**src/rtl/pfs_pkg.sv**
```systemverilog
`timescale 1ns / 1ps
// Shared types, fixed-point constants and lookup functions for the potential-field steering unit.
// No dependencies.
package pfs_pkg;

	localparam int FRAC_BITS = 16;
	localparam int FW = 52;                   // force component width
	localparam int AW = 36;                   // angle width, Q2.30 with headroom
	localparam int EXP_STAGES = FRAC_BITS + 5; // one stage per usable bit of the exponent
	localparam int LANE_LAT = EXP_STAGES + 2;

	localparam logic [63:0] MIN_RANGE_Q40 = 64'd10995116;
	localparam logic [23:0] RANGE_THR = 24'(MIN_RANGE_Q40 >> (40 - FRAC_BITS));
	localparam logic [63:0] GOAL_SQ_Q60 = 64'd11529215046068470;
	localparam logic [2*FRAC_BITS+1:0] GOAL_SQ_LIM =
		(2*FRAC_BITS+2)'(((GOAL_SQ_Q60 - 64'd1) >> (60 - 2*FRAC_BITS)) + 64'd1);

	localparam logic [30:0] Q30_ONE = 31'd1073741824;
	localparam logic signed [AW-1:0] PI_Q30 = 36'sd3373259426;
	localparam logic [31:0] HALF_PI_Q30 = 32'd1686629713;
	localparam logic [30:0] INV_GAIN_Q30 = 31'd652032874;
	localparam logic [29:0] COS30_Q30 = 30'd929887697;

	typedef struct packed {
		logic                vld;
		logic                at_goal;
		logic signed [18:0]  heading;
	} side_t;

	// exp(-2^(idx-24)) in Q2.30
	function automatic logic [30:0] exp_q30(input int idx);
		logic [30:0] v;
		unique case (idx)
			0: v = 31'd1073741760;
			1: v = 31'd1073741696;
			2: v = 31'd1073741568;
			3: v = 31'd1073741312;
			4: v = 31'd1073740800;
			5: v = 31'd1073739776;
			6: v = 31'd1073737728;
			7: v = 31'd1073733632;
			8: v = 31'd1073725440;
			9: v = 31'd1073709056;
			10: v = 31'd1073676290;
			11: v = 31'd1073610760;
			12: v = 31'd1073479712;
			13: v = 31'd1073217664;
			14: v = 31'd1072693760;
			15: v = 31'd1071646719;
			16: v = 31'd1069555701;
			17: v = 31'd1065385899;
			18: v = 31'd1057095000;
			19: v = 31'd1040706261;
			20: v = 31'd1008687096;
			21: v = 31'd947573834;
			22: v = 31'd836230973;
			23: v = 31'd651257337;
			24: v = 31'd395007542;
			25: v = 31'd145315154;
			26: v = 31'd19666268;
			27: v = 31'd360200;
			28: v = 31'd121;
			default: v = '0;
		endcase
		return v;
	endfunction

	// atan(2^-i) in Q2.30
	function automatic logic [29:0] atan_q30(input int i);
		logic [29:0] v;
		unique case (i)
			0: v = 30'd843314857;
			1: v = 30'd497837829;
			2: v = 30'd263043837;
			3: v = 30'd133525159;
			4: v = 30'd67021687;
			5: v = 30'd33543516;
			6: v = 30'd16775851;
			7: v = 30'd8388437;
			8: v = 30'd4194283;
			9: v = 30'd2097149;
			default: v = (i <= 29) ? 30'(64'd1 << (30 - i)) : '0;
		endcase
		return v;
	endfunction

endpackage

```
**src/rtl/pfs_merge.sv**
```systemverilog
`timescale 1ns / 1ps
// Combines the three lane magnitudes with the attractive force into one force vector.
// Depends on pfs_pkg.
module pfs_merge (
	input  logic                           clk,
	input  logic                           arst_n,
	input  logic                           en,
	input  logic [31:0]                    mag_left,
	input  logic [31:0]                    mag_front,
	input  logic [31:0]                    mag_right,
	input  logic signed [pfs_pkg::FW-1:0]  fx_att,
	input  logic signed [pfs_pkg::FW-1:0]  fy_att,
	input  pfs_pkg::side_t                 side_in,
	output logic signed [pfs_pkg::FW-1:0]  fx,
	output logic signed [pfs_pkg::FW-1:0]  fy,
	output pfs_pkg::side_t                 side_out
);
	localparam int FW = pfs_pkg::FW;

	logic [61:0] pl, pr;
	logic [31:0] cl_s1, cr_s1, mf_s1, hl_s1, hr_s1;
	logic signed [FW-1:0] fxa_s1, fya_s1;
	pfs_pkg::side_t side_s1;

	assign pl = 62'(mag_left) * 62'(pfs_pkg::COS30_Q30);
	assign pr = 62'(mag_right) * 62'(pfs_pkg::COS30_Q30);

	always_ff @(posedge clk or negedge arst_n) begin
		if (!arst_n) begin
			side_s1  <= '0;
			side_out <= '0;
		end else if (en) begin
			side_s1  <= side_in;
			side_out <= side_s1;
		end
	end

	always_ff @(posedge clk) begin
		if (en) begin
			cl_s1  <= pl[61:30];
			cr_s1  <= pr[61:30];
			mf_s1  <= mag_front;
			hl_s1  <= mag_left >> 1;
			hr_s1  <= mag_right >> 1;
			fxa_s1 <= fx_att;
			fya_s1 <= fy_att;
			// side sensors push along -x by cos30 and sideways by sin30
			fx <= fxa_s1 - FW'(mf_s1) - FW'(cl_s1) - FW'(cr_s1);
			fy <= fya_s1 - FW'(hl_s1) + FW'(hr_s1);
		end
	end

endmodule

```
**config.mk**
```make
export PLATFORM = sky130hd
export DESIGN_NAME = pfs_merge
export DESIGN_NICKNAME = d
export VERILOG_FILES = /design/src/rtl/pfs_pkg.sv /design/src/rtl/pfs_merge.sv
export SDC_FILE = /design/constraint.sdc
export NUM_CORES = 2
export LEC_CHECK = 0
export BUFFER_PORTS_ARGS = -buffer_cell sky130_fd_sc_hd__buf_4
export CORE_UTILIZATION = 64
export CTS_CLUSTER_SIZE = 20
export DETAILED_ROUTE_END_ITERATION = 12
export PLACE_DENSITY = 0.81
export SKIP_CTS_REPAIR_TIMING = 1
export SLEW_MARGIN = 0
export SYNTH_ARGS = -nofsm -noshare
export SYNTH_HDL_FRONTEND = slang
export SYNTH_SLANG_ARGS = --single-unit
```
**constraint.sdc**
```tcl
create_clock -name clk -period 5.25 [get_ports clk]
set_clock_uncertainty 0.15 [all_clocks]
set_input_delay 0.2625 -clock clk [delete_from_list [all_inputs] [get_ports clk]]
set_output_delay 0.2625 -clock clk [all_outputs]
set_load 0.01 [all_outputs]
```
Word-level counts from Yosys, hierarchy flattened --
Cells that the tools add are included.
Word-level totals: register bits 408, word-level logic and storage cells 22, input port bits 224, output and inout bits 125
Operators by class: $mul 2, $add $sub $neg 5
Operators with widths (number):
- 52-bit by 32-bit subtractor with 52-bit output | 3
- 32-bit by 30-bit multiplier with 62-bit output (second input constant) | 2
- 52-bit by 31-bit adder with 52-bit output | 1
- 52-bit by 31-bit subtractor with 52-bit output | 1

Depth between registers and ports, before layout --
word-level depth 3, gate-level depth with buffers 26, depth with buffers taken out 26

Least setup slack after synthesis --
Ideal clock, no wire load.
kind input port to flip-flop, start input mag_left[12], end register cl_s1[31] (data pin), buffers on the path 0, arrival time 6389 ps, data required time 4840 ps, setup time 260 ps, cell stages on the path 24, path slack -1549 ps, cells stage by stage inv_1 fa_1 inv_1 ha_1 inv_1 fa_1 fa_1 inv_1 fa_1 fa_1 fa_1 ha_1 ha_1 a21oi_1 o22ai_1 nor3_1 a2111oi_0 and4b_1 o21a_1 o21ai_1 a21oi_1 a311o_1 a21oi_1 xnor2_1
On the way: longest elaborated chain between the ends 1
RTL lines:
- start: declaration | line pfs_merge.sv:8 | input logic [31:0] mag_left,
- 32-bit by 30-bit multiplier with 62-bit output | line pfs_merge.sv:25 | assign pl = 62'(mag_left) * 62'(pfs_pkg::COS30_Q30);
- named net pl[61] | line pfs_merge.sv:20 | logic [61:0] pl, pr;
- end signal: assignment | line pfs_merge.sv:40 | cl_s1 <= pl[61:30];
- end: declaration | line pfs_merge.sv:21 | logic [31:0] cl_s1, cr_s1, mf_s1, hl_s1, hr_s1;
The timed path passes the listed nets, and every way through them passes these cells. A chain may end at the register's enable or synchronous reset.

Worst setup path in the final report --
start input mag_left[7], end register cl_s1[29] (data pin)
Same word-level chain as after synthesis.

==> results by group <==
Final layout
  • Nets: 8,124
  • Commonest non-fill, non-tap cell in the layout: inv_1
  • Non-filler cells, final: 7,275
  • Sequential Area: 0.0120 sq mm
  • Area growth syn-to-layout: 29.2%
  • Final-layout fill cell count: 4,498
  • Most frequent cells in the layout: 1,364 x inv_1, 1,078 x buf_4, 852 x fa_1
  • Layout cell share with drive strength beyond 1: 0.257
  • Footprint of the multi-input gates: 0.0386 sq mm

Routing
  • Routed length on met3: 14,400 microns
  • Met2 Wirelength: 86,700 microns
  • Top sig layer: met5
  • Final wirelength: 180,000 microns
  • M1 wire length: 66,600 microns
  • Drc violations: 0
  • Initial drt markers: 3,620
  • WL/cell: 24.7 microns
  • Routed vias: 41,669
  • Remaining antenna violation count: 0
  • Total iterations of the first detailed-routing run: 5
  • Vias/cell: 5.73

CTS
  • CTS Buffer Depth: 3
  • CTS tree: built
  • Worst skew pair latency: 0.62 ns
  • CTS H-Tree Depth: 2
  • Reg clk slew, reported paths: 0.06 ns
  • CTS buffer count: 44
  • Root buffer cell: clkbuf_16
  • Sink Count: 408

Setup path
  • Critical setup path kind: primary input to flip-flop
  • Slowest stage delay, CP: 0.59 ns
  • FF-to-FF setup slack: 0.15 ns
  • Startpoint Class: primary input
  • Slowest-stage cell, CP: fa_2
  • Crit path max fanout: 4
  • Worst Path Required: 5.44 ns
  • Worst r2r path cells: 17
  • Critical Path AT: 7.00 ns
  • Worst setup EP type: flip-flop
  • CP most frequent cell: fa_1

Placement
  • Gpl congestion: 1.03
  • Hpwl dp: 142,000 microns
  • IO Port Bufs: 348
  • Cells after DPL: 6,937

Yosys
  • Main synth FF type: edfxtp_1
  • Post-synthesis area per instance: 11.3 sq um
  • Ys async rst share: 0.103
  • Syn Std Cell Area: 0.0540 sq mm
  • Post-synthesis sequential area ratio: 0.223
  • Synthesized netlist cell count: 4,799
  • YS warnings: 0
  • Post-synth EDFFs: 366
  • Synth Register Bits: 408
  • Syn_nets: 6,773
  • Unique masters post-synth: 73

Status
  • Failing checks: setup timing
  • Status: complete, but fails checks

Timing
  • Worst slew pin tran: 0.799 ns
  • Final Max Tran Viols: 0
  • Slew margin rel.: 0.463
  • Fmax: 0.147 GHz
  • Fin crit period: 6.81 ns
  • RSZ-0062 raised after global routing: yes
  • Setup ws final: -1.56 ns
  • Setup Viol. Count Final: 64
  • Final worst-path cycle share: 1.30
  • Endpoints failing hold: 0
  • Setup TNS: -69.54 ns

Global route
  • Initial antenna violation count: 12
  • GRT Total Usage: 0.391
  • First-pass GRT wire length: 248,000 microns
  • Largest net degree at the start of global routing: 104
  • Vias in the first global route: 43,008
  • Gr ovfl total: 0

Job
  • Max-cap violations: 0

Floorplanning
  • Die H: 293 microns
  • Die Wd: 293 microns
  • Core area: 0.0836 sq mm
  • Std-Cell Rows: 106
  • Full die area: 0.0856 sq mm
  • Boundary Pins: 349
  • Initial Utilization: 0.647

Worst hold path
  • Hold crit path type: primary input to flip-flop
  • Hold path depth: 2
[registers in the layout (all words and copies together), names as in the netlist]
register / flops
fx: 52
fxa_s1: 52
fy: 52
fya_s1: 52
cl_s1: 32
cr_s1: 32
mf_s1: 32
hl_s1: 31
hr_s1: 31
side_out: 21
side_s1: 21
[final timing paths]
kind                           endpoint          start
min in group asynchronous    side_s1[5]         arst_n
max reg2reg                      fx[48]       mf_s1[0]
max in group asynchronous  side_out[17]         arst_n
min                           hr_s1[10]  mag_right[11]
min reg2reg                 side_out[1]    side_out[1]
max                           cl_s1[29]    mag_left[7]
[per-stage QoR]
step / instance area [sq um] / util / setup WS, ns / hold WS [ns]
floorplan: 54800 / - / -1.31 / -0.183
global placement: 64300 / 0.769 / -2.29 / 0.112
detailed placement: 64300 / 0.769 / -2.43 / 0.114
CTS: 65800 / 0.788 / -1.91 / -0.526
global route: 69800 / 0.835 / -1.70 / 0.00615
finish: 69800 / 0.836 / -1.56 / 0.0186
[critical path, delay by kind of cell]
family	cells	cell delay, ns
adders and majority gates	9	3.72
AOI/OAI and AO/OA	8	1.43
buffers and inverters	10	0.95
and+or+nand+nor	2	0.48
xor gates and xnor gates	1	0.13
[cells by family (layout without fill, tap and decap cells)]
kind of cell               after synthesis  in the layout  synth area share
AOI/OAI and AO/OA                      557            557            0.0675
muxes                                   43             43           0.00894
adders and majority gates             1750           1750             0.531
DFF                                    408            408             0.223
xor gates and xnor gates               204            204            0.0331
and+or+nand+nor                        378            378            0.0348
buffers and inverters                 1459           2841             0.101
other                                    0             14                 0
[layer usage]
layer	vias to the layer above	track usage
met5	-	0
met4	10	0.169
met3	645	0.0813
met2	2253	0.653
met1	20822	0.496
li1	17939	-
[synth_stat cells, drive strengths merged, types with 30 or more instances]
cell,number,area (sq um)
a21o,128,961
a21oi,157,797
clkbuf,32,120
dfrtp,42,1050
edfxtp,366,11000
fa,909,18200
ha,841,10500
inv,1425,5350
mux2,42,473
nand2,98,368
nand3,38,190
nand4,30,188
nor2,87,327
o21ai,102,510
xnor2,132,1160
xor2,72,631
[final cells by class]
class	instances	share of cell area
antenna	14	0.000502
clock buffer	50	0.0161
clock inverter	27	0.00550
inverter	1425	0.0774
multi-input combinational	2932	0.553
sequential	408	0.172
tap	1080	0.0194
timing repair buffer	1339	0.155
Power is not shown: default switching activity piles up to over one toggle a cycle in this logic, so the estimate is an artifact.
